### src/cslex_pkg.sv
// Shared types, constants and character functions for the C subset lexer.
`default_nettype none

package cslex_pkg;

  localparam int STORE_DEPTH = 32;
  localparam logic [15:0] CAP_RESET = 16'd1024;

  localparam logic [7:0] CH_NL = 8'h0A;
  localparam logic [7:0] CH_HASH = "#";
  localparam logic [7:0] CH_UNDER = "_";
  localparam logic [7:0] CH_LPAREN = "(";
  localparam logic [7:0] CH_RPAREN = ")";
  localparam logic [7:0] CH_LBRACE = "{";
  localparam logic [7:0] CH_RBRACE = "}";
  localparam logic [7:0] CH_SEMI = ";";

  localparam logic [23:0] KW_INT_TXT = "int";
  localparam logic [47:0] KW_RETURN_TXT = "return";
  localparam logic [31:0] KW_VOID_TXT = "void";

  localparam logic [1:0] KW_SEL_INT = 2'd0;
  localparam logic [1:0] KW_SEL_RETURN = 2'd1;
  localparam logic [1:0] KW_SEL_VOID = 2'd2;

  typedef enum logic [3:0] {
    TK_INT     = 4'd0,
    TK_RETURN  = 4'd1,
    TK_VOID    = 4'd2,
    TK_IDENT   = 4'd3,
    TK_CONST   = 4'd4,
    TK_LPAREN  = 4'd5,
    TK_RPAREN  = 4'd6,
    TK_LBRACE  = 4'd7,
    TK_RBRACE  = 4'd8,
    TK_SEMI    = 4'd9,
    TK_END     = 4'd10,
    TK_INVALID = 4'd11
  } tok_kind_t;

  typedef enum logic [1:0] {
    MODE_IDLE      = 2'd0,
    MODE_IDENT     = 2'd1,
    MODE_CONST     = 2'd2,
    MODE_DIRECTIVE = 2'd3
  } scan_mode_t;

  typedef enum logic [2:0] {
    CL_SPACE,
    CL_HASH,
    CL_ALPHA,
    CL_DIGIT,
    CL_PUNCT,
    CL_OTHER
  } byte_class_t;

  typedef enum logic [2:0] {
    ST_IDLE,
    ST_RD,
    ST_WR,
    ST_KW,
    ST_TAIL
  } fsm_state_t;

  typedef struct packed {
    logic [7:0] in_byte;
    logic       is_end;
  } in_item_t;

  typedef struct packed {
    logic [3:0]  token_kind;
    logic [15:0] token_number;
    logic [5:0]  text_length;
    logic [4:0]  text_index;
    logic [7:0]  text_byte;
    logic        was_truncated;
    logic        was_dropped;
    logic        last_result;
  } out_item_t;

  typedef struct packed {
    logic       wr_en;
    logic [4:0] wr_addr;
    logic [7:0] wr_data;
    logic [4:0] rd_addr;
  } mem_req_t;

  function automatic byte_class_t byte_class(input logic [7:0] b);
    byte_class_t c;
    c = CL_OTHER;
    if (b == CH_HASH) begin
      c = CL_HASH;
    end else if (b == 8'h20 || (b >= 8'h09 && b <= 8'h0D)) begin
      c = CL_SPACE;
    end else if ((b >= "a" && b <= "z") || (b >= "A" && b <= "Z") || b == CH_UNDER) begin
      c = CL_ALPHA;
    end else if (b >= "0" && b <= "9") begin
      c = CL_DIGIT;
    end else if (b == CH_LPAREN || b == CH_RPAREN || b == CH_LBRACE ||
                 b == CH_RBRACE || b == CH_SEMI) begin
      c = CL_PUNCT;
    end
    return c;
  endfunction

  function automatic tok_kind_t punct_kind(input logic [7:0] b);
    tok_kind_t k;
    k = TK_SEMI;
    if (b == CH_LPAREN) begin
      k = TK_LPAREN;
    end else if (b == CH_RPAREN) begin
      k = TK_RPAREN;
    end else if (b == CH_LBRACE) begin
      k = TK_LBRACE;
    end else if (b == CH_RBRACE) begin
      k = TK_RBRACE;
    end
    return k;
  endfunction

  function automatic logic [5:0] kw_len(input logic [1:0] sel);
    logic [5:0] n;
    n = 6'd0;
    if (sel == KW_SEL_INT) begin
      n = 6'd3;
    end else if (sel == KW_SEL_RETURN) begin
      n = 6'd6;
    end else if (sel == KW_SEL_VOID) begin
      n = 6'd4;
    end
    return n;
  endfunction

  function automatic logic [7:0] kw_char(input logic [1:0] sel, input logic [2:0] idx);
    logic [7:0] c;
    c = 8'h00;
    if (sel == KW_SEL_INT && idx < 3'd3) begin
      c = KW_INT_TXT[8*(2-int'(idx)) +: 8];
    end else if (sel == KW_SEL_RETURN && idx < 3'd6) begin
      c = KW_RETURN_TXT[8*(5-int'(idx)) +: 8];
    end else if (sel == KW_SEL_VOID && idx < 3'd4) begin
      c = KW_VOID_TXT[8*(3-int'(idx)) +: 8];
    end
    return c;
  endfunction

endpackage

`default_nettype wire

### src/cslex_word_mem.sv
// Word buffer memory: one write port and one registered read port.
`default_nettype none

module cslex_word_mem (
  input  logic              clk,
  input  cslex_pkg::mem_req_t mem_req,
  output logic [7:0]        rd_data
);
  import cslex_pkg::*;

  logic [7:0] mem [STORE_DEPTH];
  logic [7:0] rd_data_r;

  always_ff @(posedge clk) begin
    if (mem_req.wr_en) begin
      mem[mem_req.wr_addr] <= mem_req.wr_data;
    end
    rd_data_r <= mem[mem_req.rd_addr];
  end

  assign rd_data = rd_data_r;

endmodule

`default_nettype wire

### src/cslex_scan.sv
// Scanner control: classifies bytes, fills the word buffer and sequences token results.
`default_nettype none

module cslex_scan #(
  parameter int WORD_MAX = 32
) (
  input  logic                 clk,
  input  logic                 rst_n,
  input  logic                 in_valid,
  output logic                 in_stall,
  input  cslex_pkg::in_item_t  in_data,
  input  logic [15:0]          token_cap,
  input  logic                 out_space,
  output logic                 emit,
  output cslex_pkg::out_item_t emit_item,
  output cslex_pkg::mem_req_t  mem_req,
  input  logic [7:0]           rd_data
);
  import cslex_pkg::*;

  localparam int WordKeep = (WORD_MAX < STORE_DEPTH) ? WORD_MAX : STORE_DEPTH;
  localparam logic [5:0] KeepLen = 6'(WordKeep);

  fsm_state_t  state_r, state_nxt;
  scan_mode_t  mode_r, mode_nxt;
  logic [5:0]  len_r, len_nxt;
  logic        cut_r, cut_nxt;
  logic [15:0] total_r, total_nxt;
  logic [2:0]  kw_r, kw_nxt;
  logic [7:0]  byte_r, byte_nxt;
  logic        end_r, end_nxt;
  logic [4:0]  k_r, k_nxt;

  logic [7:0]  cur_byte;
  logic        cur_end;
  byte_class_t cls;
  logic        drop;
  logic        in_word;
  logic        word_cont;
  logic        tail_out;
  logic        kw_hit;
  tok_kind_t   kw_kind;
  logic        do_tail;
  logic        do_append;
  logic        app_start;
  logic [5:0]  pos;

  always_ff @(posedge clk) begin
    if (!rst_n) begin
      state_r <= ST_IDLE;
      mode_r  <= MODE_IDLE;
      len_r   <= 6'd0;
      cut_r   <= 1'b0;
      total_r <= 16'd0;
    end else begin
      state_r <= state_nxt;
      mode_r  <= mode_nxt;
      len_r   <= len_nxt;
      cut_r   <= cut_nxt;
      total_r <= total_nxt;
    end
  end

  always_ff @(posedge clk) begin
    kw_r   <= kw_nxt;
    byte_r <= byte_nxt;
    end_r  <= end_nxt;
    k_r    <= k_nxt;
  end

  always_comb begin
    cur_byte  = (state_r == ST_IDLE) ? in_data.in_byte : byte_r;
    cur_end   = (state_r == ST_IDLE) ? in_data.is_end : end_r;
    cls       = byte_class(cur_byte);
    drop      = (total_r >= token_cap);
    in_word   = (mode_r == MODE_IDENT) || (mode_r == MODE_CONST);
    word_cont = ((mode_r == MODE_IDENT) && (cls == CL_ALPHA || cls == CL_DIGIT)) ||
                ((mode_r == MODE_CONST) && (cls == CL_DIGIT));
    tail_out  = cur_end || (cls == CL_PUNCT) || (cls == CL_OTHER);
    kw_hit    = (mode_r == MODE_IDENT) && !cut_r &&
                ((kw_r[0] && len_r == kw_len(KW_SEL_INT)) ||
                 (kw_r[1] && len_r == kw_len(KW_SEL_RETURN)) ||
                 (kw_r[2] && len_r == kw_len(KW_SEL_VOID)));
    if (kw_r[0] && len_r == kw_len(KW_SEL_INT)) begin
      kw_kind = TK_INT;
    end else if (kw_r[1] && len_r == kw_len(KW_SEL_RETURN)) begin
      kw_kind = TK_RETURN;
    end else begin
      kw_kind = TK_VOID;
    end

    state_nxt = state_r;
    mode_nxt  = mode_r;
    len_nxt   = len_r;
    cut_nxt   = cut_r;
    total_nxt = total_r;
    kw_nxt    = kw_r;
    byte_nxt  = byte_r;
    end_nxt   = end_r;
    k_nxt     = k_r;
    emit      = 1'b0;
    emit_item = '0;
    mem_req   = '0;
    mem_req.rd_addr = k_r;
    in_stall  = (state_r != ST_IDLE);
    do_tail   = 1'b0;
    do_append = 1'b0;
    app_start = 1'b0;
    pos       = len_r;

    unique case (state_r)
      ST_IDLE: begin
        if (in_valid) begin
          byte_nxt = in_data.in_byte;
          end_nxt  = in_data.is_end;
          k_nxt    = 5'd0;
          if (cur_end) begin
            if (in_word) begin
              state_nxt = kw_hit ? ST_KW : ST_RD;
            end else begin
              state_nxt = ST_TAIL;
            end
          end else if (mode_r == MODE_DIRECTIVE) begin
            if (cur_byte == CH_NL) begin
              mode_nxt = MODE_IDLE;
            end
          end else if (word_cont) begin
            do_append = 1'b1;
          end else if (in_word) begin
            state_nxt = kw_hit ? ST_KW : ST_RD;
          end else if (tail_out) begin
            state_nxt = ST_TAIL;
          end else begin
            do_tail = 1'b1;
          end
        end
      end
      ST_RD: begin
        state_nxt = ST_WR;
      end
      ST_WR: begin
        if (out_space) begin
          emit = 1'b1;
          emit_item.token_kind    = (mode_r == MODE_IDENT) ? TK_IDENT : TK_CONST;
          emit_item.token_number  = total_r;
          emit_item.text_length   = len_r;
          emit_item.text_index    = k_r;
          emit_item.text_byte     = rd_data;
          emit_item.was_truncated = cut_r;
          emit_item.was_dropped   = drop;
          if ({1'b0, k_r} == len_r - 6'd1) begin
            emit_item.last_result = !tail_out;
            if (!drop) begin
              total_nxt = total_r + 16'd1;
            end
            state_nxt = ST_TAIL;
          end else begin
            k_nxt     = k_r + 5'd1;
            state_nxt = ST_RD;
          end
        end
      end
      ST_KW: begin
        if (out_space) begin
          emit = 1'b1;
          emit_item.token_kind   = kw_kind;
          emit_item.token_number = total_r;
          emit_item.was_dropped  = drop;
          emit_item.last_result  = !tail_out;
          if (!drop) begin
            total_nxt = total_r + 16'd1;
          end
          state_nxt = ST_TAIL;
        end
      end
      ST_TAIL: begin
        if (!tail_out || out_space) begin
          do_tail   = 1'b1;
          state_nxt = ST_IDLE;
        end
      end
      default: begin
        state_nxt = ST_IDLE;
      end
    endcase

    if (do_tail) begin
      mode_nxt = MODE_IDLE;
      len_nxt  = 6'd0;
      cut_nxt  = 1'b0;
      if (cur_end) begin
        emit = 1'b1;
        emit_item.token_kind   = TK_END;
        emit_item.token_number = total_r;
        emit_item.was_dropped  = drop;
        emit_item.last_result  = 1'b1;
        total_nxt = 16'd0;
      end else begin
        unique case (cls)
          CL_HASH: begin
            mode_nxt = MODE_DIRECTIVE;
          end
          CL_SPACE: begin
            mode_nxt = MODE_IDLE;
          end
          CL_ALPHA: begin
            mode_nxt  = MODE_IDENT;
            app_start = 1'b1;
          end
          CL_DIGIT: begin
            mode_nxt  = MODE_CONST;
            app_start = 1'b1;
          end
          CL_PUNCT: begin
            emit = 1'b1;
            emit_item.token_kind   = punct_kind(cur_byte);
            emit_item.token_number = total_r;
            emit_item.was_dropped  = drop;
            emit_item.last_result  = 1'b1;
            if (!drop) begin
              total_nxt = total_r + 16'd1;
            end
          end
          CL_OTHER: begin
            emit = 1'b1;
            emit_item.token_kind   = TK_INVALID;
            emit_item.token_number = total_r;
            emit_item.last_result  = 1'b1;
          end
          default: begin
            mode_nxt = MODE_IDLE;
          end
        endcase
      end
    end

    if (do_append || app_start) begin
      pos = app_start ? 6'd0 : len_r;
      if (pos < KeepLen) begin
        mem_req.wr_en   = 1'b1;
        mem_req.wr_addr = pos[4:0];
        mem_req.wr_data = cur_byte;
        len_nxt         = pos + 6'd1;
        for (int j = 0; j < 3; j++) begin
          kw_nxt[j] = (app_start || kw_r[j]) && (pos < kw_len(2'(j))) &&
                      (cur_byte == kw_char(2'(j), pos[2:0]));
        end
      end else begin
        cut_nxt = 1'b1;
      end
    end
  end

endmodule

`default_nettype wire

### src/c_subset_lexer_core.sv
// Top level of the C subset lexer: configuration register, output register and scanner.
// A byte with no result is taken while idle; punctuation, invalid bytes and the end
// marker pass through ST_TAIL, a byte ending a keyword through ST_KW then ST_TAIL, and
// one ending a word through ST_RD and ST_WR per stored byte, then ST_TAIL. A result
// held by out_stall holds back the next result. Synchronous active-low reset clears the
// scanner FSM and sets token_cap to 1024; the word buffer is not cleared.
`default_nettype none

module c_subset_lexer_core #(
  parameter int WORD_MAX = 32
) (
  input  logic                 clk,
  input  logic                 rst_n,
  input  logic                 in_valid,
  output logic                 in_stall,
  input  cslex_pkg::in_item_t  in_data,
  output logic                 out_valid,
  input  logic                 out_stall,
  output cslex_pkg::out_item_t out_data,
  input  logic                 cfg_wr_en,
  input  logic [15:0]          cfg_wr_data
);
  import cslex_pkg::*;

  logic [15:0] cap_r;
  logic        out_valid_r, out_valid_nxt;
  out_item_t   out_data_r;
  logic        out_space;
  logic        emit;
  out_item_t   emit_item;
  mem_req_t    mem_req;
  logic [7:0]  rd_data;

  assign out_space     = !out_valid_r || !out_stall;
  assign out_valid_nxt = emit || (out_valid_r && out_stall);

  always_ff @(posedge clk) begin
    if (!rst_n) begin
      cap_r       <= CAP_RESET;
      out_valid_r <= 1'b0;
    end else begin
      if (cfg_wr_en) begin
        cap_r <= cfg_wr_data;
      end
      out_valid_r <= out_valid_nxt;
    end
  end

  always_ff @(posedge clk) begin
    if (emit) begin
      out_data_r <= emit_item;
    end
  end

  assign out_valid = out_valid_r;
  assign out_data  = out_data_r;

  cslex_scan #(
    .WORD_MAX (WORD_MAX)
  ) u_scan (
    .clk       (clk),
    .rst_n     (rst_n),
    .in_valid  (in_valid),
    .in_stall  (in_stall),
    .in_data   (in_data),
    .token_cap (cap_r),
    .out_space (out_space),
    .emit      (emit),
    .emit_item (emit_item),
    .mem_req   (mem_req),
    .rd_data   (rd_data)
  );

  cslex_word_mem u_mem (
    .clk     (clk),
    .mem_req (mem_req),
    .rd_data (rd_data)
  );

endmodule

`default_nettype wire

### config.mk
export PLATFORM = sky130hd
export DESIGN_NAME = c_subset_lexer_core
export DESIGN_NICKNAME = d
export VERILOG_FILES = /design/src/cslex_pkg.sv /design/src/cslex_word_mem.sv /design/src/cslex_scan.sv /design/src/c_subset_lexer_core.sv
export SDC_FILE = /design/constraint.sdc
export NUM_CORES = 1
export LEC_CHECK = 0
export ABC_AREA = 0
export BUFFER_PORTS_ARGS = -buffer_cell sky130_fd_sc_hd__buf_2
export CORE_MARGIN = 4
export CORE_UTILIZATION = 56
export DETAILED_ROUTE_END_ITERATION = 16
export PLACE_DENSITY = 0.76
export REMOVE_ABC_BUFFERS = 1
export SLEW_MARGIN = 10
export SYNTH_ARGS = -nofsm -noshare
export SYNTH_HDL_FRONTEND = slang
export SYNTH_SLANG_ARGS = --single-unit
### constraint.sdc
create_clock -name clk -period 3.7 [get_ports clk]
set_input_delay 0.37 -clock clk [delete_from_list [all_inputs] [get_ports clk]]
set_output_delay 0.37 -clock clk [all_outputs]
set_load 0.1 [all_outputs]
==> results.yml <==
setup_path:
  endpoint_kind: "register"
  crit_type: "register to register"
  crit_arrival_ns: 3.79
  path_cells: "or4b_4, a311oi_4, o221a_2, nor2_1, or4_4, nor3_2, nor2_1, buf_4, nor2_2"
  slowest_delay_ns: 0.93
  cpMostUsedCell: "nor2_1"
  cpLargestDelayFamily: "simple AND/OR/NAND/NOR gates"
  start_kind: "register"
  critPathBufInv: 1
  cp.required_ns: 3.85
  cp_max_fo: 32
  crit_slowest_cell: "nor2_2"
synth:
  syn_inst: 1100
  synth_edf_count: 315
  dominantRegCellSynth: "edfxtp_1"
  synth-seq-cells: 368
  avgSynthCellArea_sq_um: 14.95
  synth_warnings: 0
  ys_seq_area_frac: 0.6395
  async_flop_share: 0
  synth.cell_area_sq_mm: 0.01645
  synth_cell_type_count: 80
  synth_top_area_frac: 0.5750
  synthTopCellsByArea: "edfxtp_1 58%, mux4_2 11%, dfxtp_1 6.5%"
  yosys.area.top_type: "edfxtp_1"
layout:
  regArea_sq_mm: 0.01052
  diodes: 0
  final_area_sq_mm: 0.01937
  syn_to_final_growth_pct: 17.75
  final_cell_mix: "315 x edfxtp_1, 95 x buf_4, 80 x mux4_2"
  drive_gt1_frac: 0.2837
  num-nets-final: 1347
  layout_commonest_cell: "edfxtp_1"
  multi_input_area_sq_mm: 0.005824
  n_fill_cell: 2027
clocking:
  clk_pin_slew_ns: 0.06
  cts_hold_buf: 0
  cts_tree: "built"
  htree_levels: 2
  cts_inserted_buffers: 38
  cts.path.max_buffers: 3
  clock_latency_ns: 0.53
  clkSinkCount: 368
  cts_root_buf: "clkbuf_16"
placed_design:
  gp_congestion: 0.9352
  dp_hpwl_um: 25000
  placed_cell_area_sq_mm: 0.01796
  dp_slack_ns: -0.08803
  port_buffers: 73
floorplanning:
  die-width_um: 179.4
  row_count: 62
  pin_count: 74
  initial_core_util: 0.5700
  dieArea_sq_mm: 0.03218
  fp.dieH_um: 179.4
  coreArea_sq_mm: 0.02886
global_routing:
  grt_overflow: 0
  first_global_vias: 9985
  grt_util_all_layers: 0.2382
  grt_pass1_wl_um: 58270
  grt_antenna_before_repair: 0
  grt_max_degree: 68
route:
  vias: 10220
  via_per_inst: 6.014
  ant_nets: 0
  drtIter0Drc: 1092
  wl_per_cell_um: 22.19
  first_pass_iters: 5
  drt-total-wl_um: 37710
  drc: 0
timing:
  rsz0062_at_grt: "yes"
  hold_violations: 0
  fmax_mhz: 275.1
  fin_setup_tns_ns: 0
  worst_slack_ns: 0.06514
  final_max_slew_viol_count: 0
  fin_crit_ns: 3.635
  fin_worst_skew_ns: 0.01696
  max_slew_margin: 0.1995
  max_slew.worst_pin.slew_ns: 1.199
  fin_crit_sh: 0.9824
  setup_viol_count_final: 0
outcome:
  status: "complete, no violations"
power_and_ir_drop:
  cellPowerDensity_mw_per_mm2: 554.8
  p_leak_nw: 7.141
  vdd_drop_max_mv: 0.3341
run:
  cap_violations: 0
min_path:
  hold_path_class: "input pin to register"
per-layer routing:
layer / wire length [um] / global-route usage
met2: 17900 / 0.3791
met5: 0 / 0
met1: 16200 / 0.3498
met3: 2659 / 0.03882
met4: 949 / 0.06125
stage by stage:
step	std cells	util	total power (W)	hold slack (ns)
after floorplan	1075	-	0.006373	0.4614
after global placement	1629	0.6224	0.006932	0.4788
after detailed placement	1629	0.6224	0.006947	0.4866
after CTS	1699	0.6671	0.01079	0.07894
after global routing	1699	0.6712	0.01114	0.1164
final	1699	0.6712	0.01075	0.09840
registers in the layout, indices dropped and copies added, names as in the netlist:
register	flops
u_scan.byte_r	8
u_scan.mode_r	2
out_valid	1
out_data	42
u_scan.end_r	1
u_scan.state_r	3
u_scan.cut_r	1
u_mem.rd_data	8
u_scan.total_r	16
u_mem.mem	256
u_scan.kw_r	3
u_scan.k_r	5
cap_r	16
u_scan.len_r	6
where the power goes:
part           internal (W)  switching [W]  total [W]
clock network       0.00230        0.00154    0.00385
registers           0.00471      0.0000668    0.00478
logic              0.000632        0.00149    0.00212
logic make-up after synthesis:
kind of cell	synth area share
flops	0.6395
simple gates	0.1048
compound gates	0.05986
mux	0.1350
buf+inv	0.02289
fa+ha+maj	0.02434
xor+xnor	0.01331
other cells	0.0002280
final timing paths:
path / end / depth (start not counted) / startpoint / slack, ns
setup reg to reg: u_mem.mem[26][4] / 9 / u_scan.state_r[0] / 0.07
hold / removal: cap_r[10] / 3 / cfg_wr_data[10] / 0.1
setup / recovery: u_mem.mem[26][4] / 9 / u_scan.state_r[0] / 0.07
hold reg to reg: cap_r[10] / 2 / cap_r[10] / 0.49
area by class of cell:
type | instances | share of cell area
well taps | 384 | 0.02480
clock buffers | 51 | 0.05646
inverters | 41 | 0.007945
clock inverters | 19 | 0.009560
multi-input cells | 666 | 0.3007
flip-flops and latches | 368 | 0.5432
repair buffers | 170 | 0.05730
cells in the mapped netlist, types with 4 or more instances:
| cell | number |
|---|---|
| o21ai_0 | 34 |
| a211oi_1 | 4 |
| a2111oi_0 | 5 |
| buf_1 | 7 |
| edfxtp_1 | 315 |
| nor2b_1 | 23 |
| nor2_1 | 64 |
| nand2_1 | 55 |
| and3_1 | 27 |
| mux2i_1 | 25 |
| a21boi_0 | 5 |
| or3_1 | 5 |
| nor3_2 | 4 |
| a21oi_1 | 24 |
| nor3_1 | 20 |
| xnor2_1 | 19 |
| nor4_1 | 18 |
| mux2_2 | 13 |
| o2111ai_1 | 5 |
| mux4_2 | 80 |
| o21a_1 | 8 |
| nand4_1 | 11 |
| buf_2 | 4 |
| dfxtp_1 | 53 |
| or4_1 | 4 |
| or2_2 | 4 |
| nand3_1 | 26 |
| ha_1 | 32 |
| o22ai_1 | 4 |
| nand2b_1 | 11 |
| clkbuf_1 | 44 |
| and2_1 | 28 |
| nand4b_1 | 5 |
| xor2_1 | 6 |
| inv_1 | 39 |
| a21o_1 | 9 |
worst register-to-register path, stage by stage, from the launching register on:
cell and delay, ns:
dfxtp_2 0.34, or4b_4 0.56, a311oi_4 0.25, o221a_2 0.25, nor2_1 0.06, or4_4 0.43
nor3_2 0.16, nor2_1 0.06, buf_4 0.20, nor2_2 0.94
what timing repair did:
action | 4_1_cts | 5_1_grt
pin swaps | 1 | 2
setup endpoints to repair | 68 | 190
endpoints found under the hold margin | 0 | 0
resized for setup | 3 | 18
setup buffers | 0 | 0
Note: power is estimated with default switching activity, not from simulation.
